--- src/rdh_pkg.sv ---
package rdh_pkg;

    localparam int TIMER_WIDTH         = 16;
    localparam int MODE_DEBOUNCE_TICKS = 20;
    localparam int CFG_WIDTH           = 16;
    localparam int CFG_INDEX_WIDTH     = 3;
    localparam int DIGIT_WIDTH         = 4;

    typedef logic [TIMER_WIDTH-1:0]     tmr_t;
    typedef logic [CFG_WIDTH-1:0]       cfg_t;
    typedef logic [CFG_INDEX_WIDTH-1:0] cfg_index_t;
    typedef logic [DIGIT_WIDTH-1:0]     count_t;

    typedef enum logic [CFG_INDEX_WIDTH-1:0] {
        CFG_PULSE_DB     = 3'd0,
        CFG_DIAL_TIMEOUT = 3'd1,
        CFG_HOOK_DB      = 3'd2,
        CFG_BUTTON_DB    = 3'd3,
        CFG_USE_MODE     = 3'd4,
        CFG_MODE_LOW     = 3'd5
    } cfg_idx_t;

    localparam cfg_t   PULSE_DB_RESET     = 16'd15;
    localparam cfg_t   DIAL_TIMEOUT_RESET = 16'd2000;
    localparam cfg_t   HOOK_DB_RESET      = 16'd50;
    localparam cfg_t   BUTTON_DB_RESET    = 16'd50;
    localparam cfg_t   MODE_DB_LIMIT      = cfg_t'(MODE_DEBOUNCE_TICKS);
    localparam count_t COUNT_MAX          = 4'd15;
    localparam count_t DIGIT_MAX          = 4'd9;

    typedef struct packed {
        logic   digit_valid;
        count_t digit;
    } dial_out_t;

    typedef struct packed {
        logic change;
        logic level;
    } deb_out_t;

    // saturating tick counter
    function automatic tmr_t tmr_inc(tmr_t t);
        return (&t) ? t : t + tmr_t'(1);
    endfunction

    // strictly greater, both sides zero extended
    function automatic logic tmr_gt(tmr_t t, cfg_t thr);
        return 33'(t) > 33'(thr);
    endfunction

    function automatic count_t map_digit(count_t c);
        return (c > DIGIT_MAX) ? count_t'(0) : c;
    endfunction

endpackage

--- src/rdh_debounce.sv ---
module rdh_debounce (
    input  logic              clk,
    input  logic              rst_n,
    input  logic              adv,
    input  logic              level,
    input  rdh_pkg::cfg_t     thr,
    output rdh_pkg::deb_out_t result
);
    import rdh_pkg::*;

    logic last_raw_reg;
    logic state_reg;
    tmr_t since_reg;
    logic state_next;
    tmr_t since_next;

    always_comb
    begin
        since_next   = (level != last_raw_reg) ? '0 : tmr_inc(since_reg);
        state_next   = state_reg;
        result.change = 1'b0;
        if (tmr_gt(since_next, thr) && (level != state_reg))
        begin
            state_next    = level;
            result.change = 1'b1;
        end
        result.level = state_next;
    end

    always_ff @(posedge clk or negedge rst_n)
    begin
        if (!rst_n)
        begin
            last_raw_reg <= 1'b0;
            state_reg    <= 1'b0;
            since_reg    <= '0;
        end
        else if (adv)
        begin
            last_raw_reg <= level;
            state_reg    <= state_next;
            since_reg    <= since_next;
        end
    end

`ifndef SYNTHESIS
    a_state_holds: assert property (@(posedge clk) disable iff (!rst_n)
        !adv |=> $stable(state_reg))
        else $error("debounced state moved without a tick");
`endif

endmodule

--- src/rdh_dial.sv ---
module rdh_dial (
    input  logic               clk,
    input  logic               rst_n,
    input  logic               adv,
    input  logic               pulse_level,
    input  logic               mode_level,
    input  rdh_pkg::cfg_t      pulse_db,
    input  rdh_pkg::cfg_t      dial_timeout,
    input  logic               use_mode,
    input  logic               mode_low,
    output rdh_pkg::dial_out_t result
);
    import rdh_pkg::*;

    logic   pulse_prev_reg;
    count_t count_reg;
    logic   dialing_reg;
    tmr_t   since_pulse_reg;
    tmr_t   since_restart_reg;
    logic   mode_last_reg;
    logic   mode_stable_reg;
    tmr_t   since_mode_reg;

    count_t count_next;
    logic   dialing_next;
    tmr_t   since_pulse_next;
    tmr_t   since_restart_next;
    logic   mode_last_next;
    logic   mode_stable_next;
    tmr_t   since_mode_next;
    logic   pulse_hit;
    logic   mode_raw;

    always_comb
    begin
        since_pulse_next   = tmr_inc(since_pulse_reg);
        since_restart_next = tmr_inc(since_restart_reg);
        since_mode_next    = tmr_inc(since_mode_reg);
        count_next         = count_reg;
        dialing_next       = dialing_reg;
        mode_last_next     = mode_last_reg;
        mode_stable_next   = mode_stable_reg;
        result.digit_valid = 1'b0;
        result.digit       = '0;

        pulse_hit = pulse_prev_reg && !pulse_level && tmr_gt(since_pulse_next, pulse_db);
        if (pulse_hit)
        begin
            if (count_reg != COUNT_MAX)
            begin
                count_next = count_reg + count_t'(1);
            end
            since_pulse_next   = '0;
            since_restart_next = '0;
            dialing_next       = 1'b1;
        end

        mode_raw = mode_level ^ mode_low;
        if (use_mode)
        begin
            if (mode_raw != mode_last_reg)
            begin
                since_mode_next = '0;
                mode_last_next  = mode_raw;
            end
            if (tmr_gt(since_mode_next, MODE_DB_LIMIT))
            begin
                mode_stable_next = mode_raw;
            end
            if (mode_stable_next)
            begin
                dialing_next       = 1'b1;
                since_restart_next = '0;
            end
            else if (dialing_next)
            begin
                // release with no pulses ends the digit silently
                dialing_next       = 1'b0;
                result.digit_valid = (count_next != '0);
                result.digit       = (count_next != '0) ? map_digit(count_next) : '0;
                count_next         = '0;
            end
        end
        else if (dialing_next && tmr_gt(since_restart_next, dial_timeout))
        begin
            dialing_next       = 1'b0;
            result.digit_valid = 1'b1;
            result.digit       = map_digit(count_next);
            count_next         = '0;
        end
    end

    always_ff @(posedge clk or negedge rst_n)
    begin
        if (!rst_n)
        begin
            pulse_prev_reg    <= 1'b1;
            count_reg         <= '0;
            dialing_reg       <= 1'b0;
            since_pulse_reg   <= '0;
            since_restart_reg <= '0;
            mode_last_reg     <= 1'b0;
            mode_stable_reg   <= 1'b0;
            since_mode_reg    <= '0;
        end
        else if (adv)
        begin
            pulse_prev_reg    <= pulse_level;
            count_reg         <= count_next;
            dialing_reg       <= dialing_next;
            since_pulse_reg   <= since_pulse_next;
            since_restart_reg <= since_restart_next;
            mode_last_reg     <= mode_last_next;
            mode_stable_reg   <= mode_stable_next;
            since_mode_reg    <= since_mode_next;
        end
    end

`ifndef SYNTHESIS
    a_idle_count_clear: assert property (@(posedge clk) disable iff (!rst_n)
        !dialing_reg |-> (count_reg == '0))
        else $error("pulse count held while not dialing");
`endif

endmodule

--- src/rotary_dial_hook_decoder.sv ---
// Rotary dial, hook switch and button decoder.
// Input channel: one word per millisecond tick carrying the sampled pulse,
// hook, button and mode pin levels; taken when in_valid is high and
// in_stall is low. Output channel: one word per input word with the digit
// (digit_valid, digit), the hook event and off-hook state, and the button
// press and pressed state; taken when out_valid is high and out_stall low.
// A word taken is registered on the input side, decoded in a single pass
// and loaded into the result register when that register is free or being
// drained; a stall on a full result register holds it in the input register.
// Throughput: one word per cycle while the output is not stalled, set by the
// single decode pass between the input register and the result register.
// A stall on the output holds the result register; the input register still
// takes a word while the result register is full, then in_stall rises.
// Configuration: cfg_we writes cfg_data into register cfg_index at the clock
// edge; indexes beyond the list are dropped. Write only while idle.
// Reset clears both registers' valid flags, loads the default configuration
// and returns all debounce timers, pulse count and states to rest.
module rotary_dial_hook_decoder (
    input  logic                  clk,
    input  logic                  rst_n,
    input  logic                  in_valid,
    output logic                  in_stall,
    input  logic                  pulse_level,
    input  logic                  hook_level,
    input  logic                  button_level,
    input  logic                  mode_level,
    output logic                  out_valid,
    input  logic                  out_stall,
    output logic                  digit_valid,
    output rdh_pkg::count_t       digit,
    output logic                  hook_event,
    output logic                  off_hook,
    output logic                  button_press,
    output logic                  button_down,
    input  logic                  cfg_we,
    input  rdh_pkg::cfg_index_t   cfg_index,
    input  rdh_pkg::cfg_t         cfg_data
);
    import rdh_pkg::*;

    cfg_t      pulse_db_reg;
    cfg_t      dial_timeout_reg;
    cfg_t      hook_db_reg;
    cfg_t      button_db_reg;
    logic      use_mode_reg;
    logic      mode_low_reg;

    logic      s1_valid_reg;
    logic      pulse_s1_reg;
    logic      hook_s1_reg;
    logic      button_s1_reg;
    logic      mode_s1_reg;

    logic      s2_valid_reg;
    logic      digit_valid_reg;
    count_t    digit_reg;
    logic      hook_event_reg;
    logic      off_hook_reg;
    logic      button_press_reg;
    logic      button_down_reg;

    logic      adv;
    logic      take;
    dial_out_t dial_res;
    deb_out_t  hook_res;
    deb_out_t  button_res;

    // advance the input word when the result register is free or being drained
    assign adv      = s1_valid_reg && (!s2_valid_reg || !out_stall);
    assign in_stall = s1_valid_reg && !adv;
    assign take     = in_valid && !in_stall;

    always_ff @(posedge clk or negedge rst_n)
    begin
        if (!rst_n)
        begin
            pulse_db_reg     <= PULSE_DB_RESET;
            dial_timeout_reg <= DIAL_TIMEOUT_RESET;
            hook_db_reg      <= HOOK_DB_RESET;
            button_db_reg    <= BUTTON_DB_RESET;
            use_mode_reg     <= 1'b0;
            mode_low_reg     <= 1'b1;
        end
        else if (cfg_we)
        begin
            case (cfg_idx_t'(cfg_index))
                CFG_PULSE_DB:     pulse_db_reg     <= cfg_data;
                CFG_DIAL_TIMEOUT: dial_timeout_reg <= cfg_data;
                CFG_HOOK_DB:      hook_db_reg      <= cfg_data;
                CFG_BUTTON_DB:    button_db_reg    <= cfg_data;
                CFG_USE_MODE:     use_mode_reg     <= cfg_data[0];
                CFG_MODE_LOW:     mode_low_reg     <= cfg_data[0];
                default:          ;
            endcase
        end
    end

    always_ff @(posedge clk or negedge rst_n)
    begin
        if (!rst_n)
        begin
            s1_valid_reg <= 1'b0;
        end
        else if (take || adv)
        begin
            s1_valid_reg <= take;
        end
    end

    always_ff @(posedge clk)
    begin
        if (take)
        begin
            pulse_s1_reg  <= pulse_level;
            hook_s1_reg   <= hook_level;
            button_s1_reg <= button_level;
            mode_s1_reg   <= mode_level;
        end
    end

    rdh_dial u_dial (
        .clk          (clk),
        .rst_n        (rst_n),
        .adv          (adv),
        .pulse_level  (pulse_s1_reg),
        .mode_level   (mode_s1_reg),
        .pulse_db     (pulse_db_reg),
        .dial_timeout (dial_timeout_reg),
        .use_mode     (use_mode_reg),
        .mode_low     (mode_low_reg),
        .result       (dial_res)
    );

    rdh_debounce u_hook (
        .clk    (clk),
        .rst_n  (rst_n),
        .adv    (adv),
        .level  (hook_s1_reg),
        .thr    (hook_db_reg),
        .result (hook_res)
    );

    // button is active low: debounce the pressed level
    rdh_debounce u_button (
        .clk    (clk),
        .rst_n  (rst_n),
        .adv    (adv),
        .level  (!button_s1_reg),
        .thr    (button_db_reg),
        .result (button_res)
    );

    always_ff @(posedge clk or negedge rst_n)
    begin
        if (!rst_n)
        begin
            s2_valid_reg <= 1'b0;
        end
        else if (adv || !out_stall)
        begin
            s2_valid_reg <= adv;
        end
    end

    always_ff @(posedge clk)
    begin
        if (adv)
        begin
            digit_valid_reg  <= dial_res.digit_valid;
            digit_reg        <= dial_res.digit;
            hook_event_reg   <= hook_res.change;
            off_hook_reg     <= hook_res.level;
            button_press_reg <= button_res.change && button_res.level;
            button_down_reg  <= button_res.level;
        end
    end

    assign out_valid    = s2_valid_reg;
    assign digit_valid  = digit_valid_reg;
    assign digit        = digit_reg;
    assign hook_event   = hook_event_reg;
    assign off_hook     = off_hook_reg;
    assign button_press = button_press_reg;
    assign button_down  = button_down_reg;

`ifndef SYNTHESIS
    a_stall_only_when_full: assert property (@(posedge clk) disable iff (!rst_n)
        in_stall |-> (s1_valid_reg && s2_valid_reg && out_stall))
        else $error("input stalled with room in the pipeline");
    a_digit_range: assert property (@(posedge clk) disable iff (!rst_n)
        (s2_valid_reg && digit_valid_reg) |-> (digit_reg <= DIGIT_MAX))
        else $error("digit out of range");
    a_digit_quiet: assert property (@(posedge clk) disable iff (!rst_n)
        (s2_valid_reg && !digit_valid_reg) |-> (digit_reg == '0))
        else $error("digit nonzero without a completed digit");
`endif

endmodule

--- config.mk ---
export PLATFORM = sky130hd
export DESIGN_NAME = rotary_dial_hook_decoder
export DESIGN_NICKNAME = d
export VERILOG_FILES = /design/src/rdh_pkg.sv /design/src/rdh_debounce.sv /design/src/rdh_dial.sv /design/src/rotary_dial_hook_decoder.sv
export SDC_FILE = /design/constraint.sdc
export NUM_CORES = 1
export LEC_CHECK = 0
export BUFFER_PORTS_ARGS = -buffer_cell sky130_fd_sc_hd__buf_2
export CELL_PAD_IN_SITES_DETAIL_PLACEMENT = 2
export CELL_PAD_IN_SITES_GLOBAL_PLACEMENT = 2
export CORE_MARGIN = 4
export CORE_UTILIZATION = 30
export DETAILED_ROUTE_END_ITERATION = 12
export PLACE_DENSITY = 0.65
export RECOVER_POWER = 100
export SLEW_MARGIN = 20
export SYNTH_ARGS = -nofsm -noshare
export SYNTH_HDL_FRONTEND = slang
export SYNTH_SLANG_ARGS = --single-unit
--- constraint.sdc ---
create_clock -name clk -period 7.5 [get_ports clk]
set_clock_uncertainty 0.2 [all_clocks]
set_input_delay 0.375 -clock clk [delete_from_list [all_inputs] [get_ports clk]]
set_output_delay 0.375 -clock clk [all_outputs]
set_load 0.05 [all_outputs]
==> out/metrics.yaml, run 1 <==
r2r_slack_ns: 0.90
die-area_mm2: 0.0386
dp_hpwl_um: 23300
synth_top_cell_by_area: "dfrtp_1"
n_antenna_cell: 0
first_global_vias: 9604
syn_avg_cell_area_um2: 8.80
yosysTopAreaCellShare_pct: 33.3
p_leak_nw: 5.23
initial_utilization_pct: 30.6
drv_slew: 279
viasPerCell: 5.20
hold_class: "in2reg"
synth_edf_count: 13
remaining_drc_errors: 0
worstMarginPinSlew_ns: 3.06
maxCapViolations: 7
setup-tns-final_ns: 0
num_rows: 68
pwr-share-clk_pct: 31.1
drt_iter0_drc: 339
ys_ff_latch: 173
synth_fp_nets: 1309
core_mm2: 0.0348
crit_path_frequent_cell: "nand3_1"
critPathKind: "reg2reg"
first_pass_iters: 4
crit_path_top_delay_cell: "nor4_4"
final_antenna_net_count: 0
port_buffers: 38
syn_area_mm2: 0.0107
antenna_found_initial: 0
setup_violations: 0
io_pins: 39
async_reset_ff_share_pct: 92.5
clock_path_buffers: 2
fp.dieW_um: 197
worst_slew_margin_rel_pct: -104
power_switching_mw: 1.02
switching_share_pct: 35.8
die_h_um: 197
pwr-share-seq_pct: 42.8
grt_use_total_pct: 17.0
yosys_most_used_dff: "dfrtp_1"
gp_congestion: 0.750
timing.fmax_mhz: 151
clk_latency_ns: 0.45
seq_area_frac_synth_pct: 41.4
htree_levels: 4
worstPathMaxFanout: 17
grt_pass1_wl_um: 52800
path_cells: "nand3_1 > nor2_1 > nand4_1 > nor4_4 > nor2_1 > nand3_1 > xnor2_1 > ha_1 > nand4_1 > nor4_1 > or3b_2 > a31oi_4 > nor3_1 > ha_1 > nand3_1 > nor4_1 > o21ai_0 > o211ai_1 > a22oi_1 > and3b_1 > or2_0 > nor4b_4"
min_period_over_period_pct: 88.0
report.final.hold_viol_count: 0
stdcell_area_mm2: 0.0119
cts-root-buf: "clkbuf_16"
p_comb_share_pct: 26.1
ys_warn_count: 0
dpl-instance-area_mm2: 0.0114
syn_inst: 1211
via_count: 8866
p_int_mw: 1.82
cts_num_sinks: 173
required_ns: 7.58
power.density_mw_per_mm2: 239
status: "complete, but fails checks"
critPathArrivalTime_ns: 6.69
violations: "max-capacitance violations, max-slew violations"
grt_overflow: 0
cts_tree: "built"
synth_area_leaders: "dfrtp_1 33%, ha_1 8.2%, nand2_1 7.1%, o21ai_0 5.3%, dfstp_2 4.4%"
wl_um: 32100
rsz0062_at_grt: "false"
grt_start_max_net_pins: 69
startpoint_type: "flip-flop"
finalCriticalPeriod_ns: 6.60
max_stage_delay_ns: 0.57
drive_gt1_share_pct: 10.0
path_clk_slew_ns: 0.07
wl_per_cell_um: 18.8
finalNetCount: 1335
syn2layout_area_growth_pct: 11.8
cts_buffers: 17
ir_worst_vdd_mv: 0.163
yosys.cell_types.count: 81
end_kind: "flip-flop"
## power by group through the flow
stage                     Combinational, mW  Sequential (mW)  Clock [mW]
after floorplan                       0.524             1.20           0
after global placement                0.734             1.23           0
after detailed placement              0.758             1.24           0
after CTS                             0.771             1.22       0.919
after global routing                  0.865             1.24       0.953
final                                 0.742             1.22       0.883
## per-stage QoR
stage / instances / setup WS, ns / hold slack, ns / total power, mW / util, %
finish: 1705 / 0.896 / 0.0312 / 2.84 / 34.3
global route: 1705 / 0.129 / 0.0267 / 3.06 / 34.3
CTS: 1705 / 0.681 / 0.00951 / 2.91 / 34.5
detailed placement: 1665 / 0.716 / 0.180 / 1.99 / 32.7
global placement: 1665 / 0.950 / 0.176 / 1.96 / 32.7
floorplan: 1211 / 1.47 / -0.121 / 1.73 / -
## synth_stat cells (all sizes together) (28+ instances only)
cell type  instances
nand4             29
clkbuf            42
nand3             32
ha                70
mux2              28
o31ai             30
inv               82
nor2              76
nand2            203
o21ai            114
dfrtp            142
a21oi             73
## layout make-up
cell class                 count  area [µm²]
fill                        3916       22900
tap                          455         569
timing repair buffer          58         304
multi-input combinational    905        5760
sequential                   173        4420
clock inverter                12         100
clock buffer                  20         458
inverter                      82         308
## layout by cell type (no fill, tap or decap), drive strengths merged, types with 5 or more instances in the layout
cell / n
xnor2: 25
dfrtp: 142
o21ai: 114
o31ai: 30
mux2: 28
or3: 5
nor2b: 8
inv: 89
dfstp: 18
nor4: 8
and3: 21
or2: 5
nand2: 203
a21o: 15
clkbuf: 46
nand2b: 9
edfxtp: 13
ha: 70
nor3: 22
a31oi: 14
xor2: 27
nand4: 29
and2: 11
dlygate4sd3: 8
mux2i: 10
o21a: 10
a211oi: 6
a22o: 6
nand3: 32
nor2: 76
a21oi: 73
buf: 24
## critical path, delay by kind of cell, from the launching register on
kind | cells | cell delay [ns]
compound gates | 4 | 0.96
simple gates | 15 | 3.97
fa+ha+maj | 2 | 0.63
xor+xnor | 1 | 0.18
flops | 1 | 0.48
## path summary, 6_finish.rpt
check / startpoint / endpoint / cells past startpoint
worst max-delay path: u_dial.since_pulse_reg[3] / digit[2] / 22
worst min-delay path: cfg_data[5] / hook_db_reg[5] / 3
worst max register to register: u_dial.since_pulse_reg[3] / digit[2] / 22
worst min register to register: u_dial.pulse_prev_reg / u_dial.pulse_prev_reg / 2
max in group asynchronous: rst_n / u_hook.state_reg / 3
min in group asynchronous: rst_n / u_button.since_reg[9] / 2
## timing repair
| item | in CTS | in global routing |
|---|---|---|
| setup buffers | 0 | 0 |
| hold buffers | 8 | 0 |
| hold endpoints to repair | 54 | 0 |
| setup endpoints to repair | 0 | 2 |
| resized for setup | 0 | 1 |
## cell families after synthesis
kind of cell	share of synthesized area, %
multiplexers	3.90
XOR/XNOR	4.27
AO/OA/AOI/OAI	17.0
AND/OR/NAND/NOR	20.3
adder cells (fa/ha/maj)	8.21
flip-flops	41.4
buffers and inverters	4.85
## routing by layer
layer	GRT usage [%]	routed length, µm	vias to the layer above
li1	-	-	4306
met1	23.1	15700	4489
met2	28.9	15600	49
met3	2.19	391	22
met4	4.11	427	0
met5	0	0	-
Power figures use the tool's default switching activity.
==> run 2: changes to the inputs <==
PLACE_DENSITY = 0.63   (was 0.65)
SYNTH_HIERARCHICAL = 1   (was not set)
==> out/metrics.yaml, run 2 <==
drv_slew: 224  # -20%
first_pass_iters: 4  # unchanged
grt_use_met3_pct: 2.09  # -0.096 points
grt_start_max_net_pins: 91  # +32%
rsz0062_at_grt: "false"
power_switching_mw: 1.04  # +2.5%
syn_inst: 1191  # -1.7%
synth_top_family_by_area: "simple AND/OR/NAND/NOR gates"
viasPerCell: 5.20  # about the same
multiInputGateArea_mm2: 0.00636  # +10%
min_period_over_period_pct: 87.9  # -0.17 points
status: "complete, but fails checks"
gp_congestion: 0.724  # -3.5%
r2r-end: "digit[3]"
cts_num_sinks: 173  # unchanged
grt_use_met1_pct: 23.3  # +0.22 points
grt_overflow: 0  # unchanged
ys_ff_latch: 173  # unchanged
p_comb_share_pct: 25.5  # -0.6 points
pwr-share-clk_pct: 31.7  # +0.6 points
synth-simple-area-share_pct: 18.6  # -1.7 points
final_antenna_net_count: 0  # unchanged
syn_avg_cell_area_um2: 9.56  # +8.6%
syn2layout_area_growth_pct: 10.7
drt_iter0_drc: 306  # -9.7%
required_ns: 7.52  # -0.06 ns
synth_common_cells: "142 x dfrtp_1, 113 x nand2_1, 83 x nor2_1"
yosys_most_used_dff: "dfrtp_1"
hold_class: "in2reg"
pwr-share-seq_pct: 42.8  # about the same
maxCapViolations: 5  # -2
min_path_cells: 2  # -1
cts_tree: "built"
yosysTopAreaCellShare_pct: 31.2  # -2.1 points
antenna_found_initial: 0  # unchanged
port_buffers: 38  # unchanged
end_kind: "flip-flop"
ys_warn_count: 6  # +6
critPathKind: "reg2reg"
final_common_cell: "dfrtp_1"
ir_worst_vdd_mv: 0.175  # +7.2%
reg2reg_depth: 22  # unchanged
synth_top_cell_by_area: "dfrtp_1"
seqCellArea_mm2: 0.00442  # unchanged
switching_share_pct: 36.2  # +0.33 points
wl_um: 33300  # +3.8%
setup-tns-final_ns: 0  # unchanged
n_antenna_cell: 0  # unchanged
clk_latency_ns: 0.45  # about the same
busiest_layer: "met2"
timing.fmax_mhz: 152  # +0.20%
p_leak_nw: 5.45  # +4.3%
remaining_drc_errors: 0  # unchanged
synth_area_leaders: "dfrtp_1 31%, ha_1 7.6%, mux2_2 7.3%, dfstp_2 4.2%, nand2_1 3.7%"
fp.dieW_um: 203  # +3.2%
cts-root-buf: "clkbuf_16"
worstMarginPinSlew_ns: 5.25  # +2.19 ns
worst_slew_margin_rel_pct: -250  # -150 points
io_pins: 39  # unchanged
htree_levels: 4  # unchanged
p_int_mw: 1.84  # +1.0%
async_reset_ff_share_pct: 92.5  # unchanged
fillCellCount: 4151  # +6.0%
synth_compound_area_share_pct: 16.3  # -0.78 points
first_global_vias: 9849  # +2.6%
die_h_um: 203  # +3.2%
initial_utilization_pct: 30.3  # -0.33 points
yosysMostFrequentCell: "dfrtp_1"
synthXorXnorAreaFrac_pct: 4.38  # +0.11 points
core_mm2: 0.0376  # +8.0%
synthMuxAreaShare_pct: 9.16  # +5.3 points
startpoint_type: "flip-flop"
min_to: "pulse_db_reg[1]"
num_rows: 71  # +4.4%
setup_violations: 0  # unchanged
grt_use_total_pct: 16.7  # -0.33 points
ctsResizeCount: 0  # unchanged
hp-start: "cfg_data[1]"
grt_pass1_wl_um: 55600  # +5.2%
report.final.hold_viol_count: 0  # unchanged
rr_startpoint: "u_dial/since_pulse_reg[2]"
cts_buffers: 17  # unchanged
clock_path_buffers: 2  # unchanged
synth_edf_count: 13  # unchanged
final_cell_mix: "142 x dfrtp_1, 113 x nand2_1, 83 x nor2_1"
dp_hpwl_um: 24200  # +4.2%
critPathArrivalTime_ns: 6.61  # -0.08 ns
worstPathMaxFanout: 21  # +4
finalCriticalPeriod_ns: 6.59  # -0.0129 ns
seq_area_frac_synth_pct: 38.8  # -2.6 points
grt_use_met2_pct: 27.8  # -1.1 points
yosys.cell_types.count: 92  # +14%
hold_slack_ns: 0.0439  # +0.0127 ns
syn_area_mm2: 0.0114  # +6.8%
violations: "max-capacitance violations, max-slew violations"
power.density_mw_per_mm2: 229  # -4.0%
synth_fa_ha_area_share_pct: 7.58  # -0.63 points
via_count: 9042  # +2.0%
drive_gt1_share_pct: 17.0  # +7.0 points
wl_per_cell_um: 19.2  # +1.7%
r2r_slack_ns: 0.91  # about the same
finalNetCount: 1313  # -1.6%
path_clk_slew_ns: 0.08  # about the same
die-area_mm2: 0.0412  # +6.6%
synth_fp_nets: 1288  # -1.6%
[run 2: layer usage]
metal | wire length (µm) | share of wire, %
met1 | 16700 | 50
met2 | 15900 | 48
met3 | 459 | 1.4
met4 | 280 | 0.84
met5 | 0 | 0
[run 2: cell families after synthesis]
group	count (synthesis)
xor gates and xnor gates	57
muxes	93
AOI/OAI and AO/OA	278
and+or+nand+nor	391
adders and majority gates	69
buffers and inverters	130
DFF	173
[run 2: repair_timing]
item                                   CTS  global route
hold buffers                             7             0
setup buffers                            0             0
endpoints found under the hold margin   89             0
[run 2: worst max path at each step]
stage                     cells past startpoint                      start  endpoint
after CTS                                    22  u_dial/since_pulse_reg[2]  digit[2]
after floorplan                              24  u_dial/since_pulse_reg[2]  digit[2]
after global routing                         22  u_dial/since_pulse_reg[3]  digit[3]
after detailed placement                     22  u_dial/since_pulse_reg[2]  digit[2]
final                                        22  u_dial/since_pulse_reg[2]  digit[3]
after global placement                       22  u_dial/since_pulse_reg[2]  digit[2]
[run 2: through the flow]
step | total power, mW | cells | instance area [µm²] | util (%) | setup slack [ns]
finish | 2.89 | 1740 | 12600 | 33.6 | 0.909
global route | 3.09 | 1740 | 12600 | 33.6 | 0.130
CTS | 2.95 | 1739 | 12700 | 33.8 | 0.828
detailed placement | 2.00 | 1700 | 12000 | 32.0 | 0.881
global placement | 1.97 | 1700 | 12000 | 32.0 | 1.13
floorplan | 1.76 | 1191 | 11400 | - | 1.45
[run 2: power groups by stage]
stage | Combinational (mW) | Sequential [mW] | Clock (mW)
final | 0.736 | 1.24 | 0.914
after global routing | 0.841 | 1.26 | 0.989
after floorplan | 0.539 | 1.22 | 0
after CTS | 0.756 | 1.24 | 0.953
after global placement | 0.723 | 1.25 | 0
after detailed placement | 0.746 | 1.25 | 0
[run 2: final cells by class]
type / count / share of cell area, %
flip-flops and latches: 173 / 35.0
clock inverters: 15 / 1.33
multi-input cells: 888 / 50.4
inverters: 78 / 2.32
clock buffers: 17 / 3.37
well taps: 511 / 5.07
repair buffers: 58 / 2.50
[run 2: worst max-delay path, cell delays in order (launching register included)]
cell      delay (ns)
dfrtp_1         0.46
nand4_2         0.23
nor4_1          0.34
buf_4           0.19
nand3_2         0.16
nand2_1         0.25
nor2_1          0.12
and3_1          0.23
xor2_1          0.15
ha_1            0.29
nand4_1         0.16
nor4_1          0.40
o21ai_0         0.23
a31oi_4         0.58
a21oi_1         0.14
ha_1            0.34
nand4_1         0.17
nor4_1          0.46
a211oi_1        0.17
o22ai_1         0.18
o311ai_2        0.22
and3_1          0.28
nor4b_1         0.39
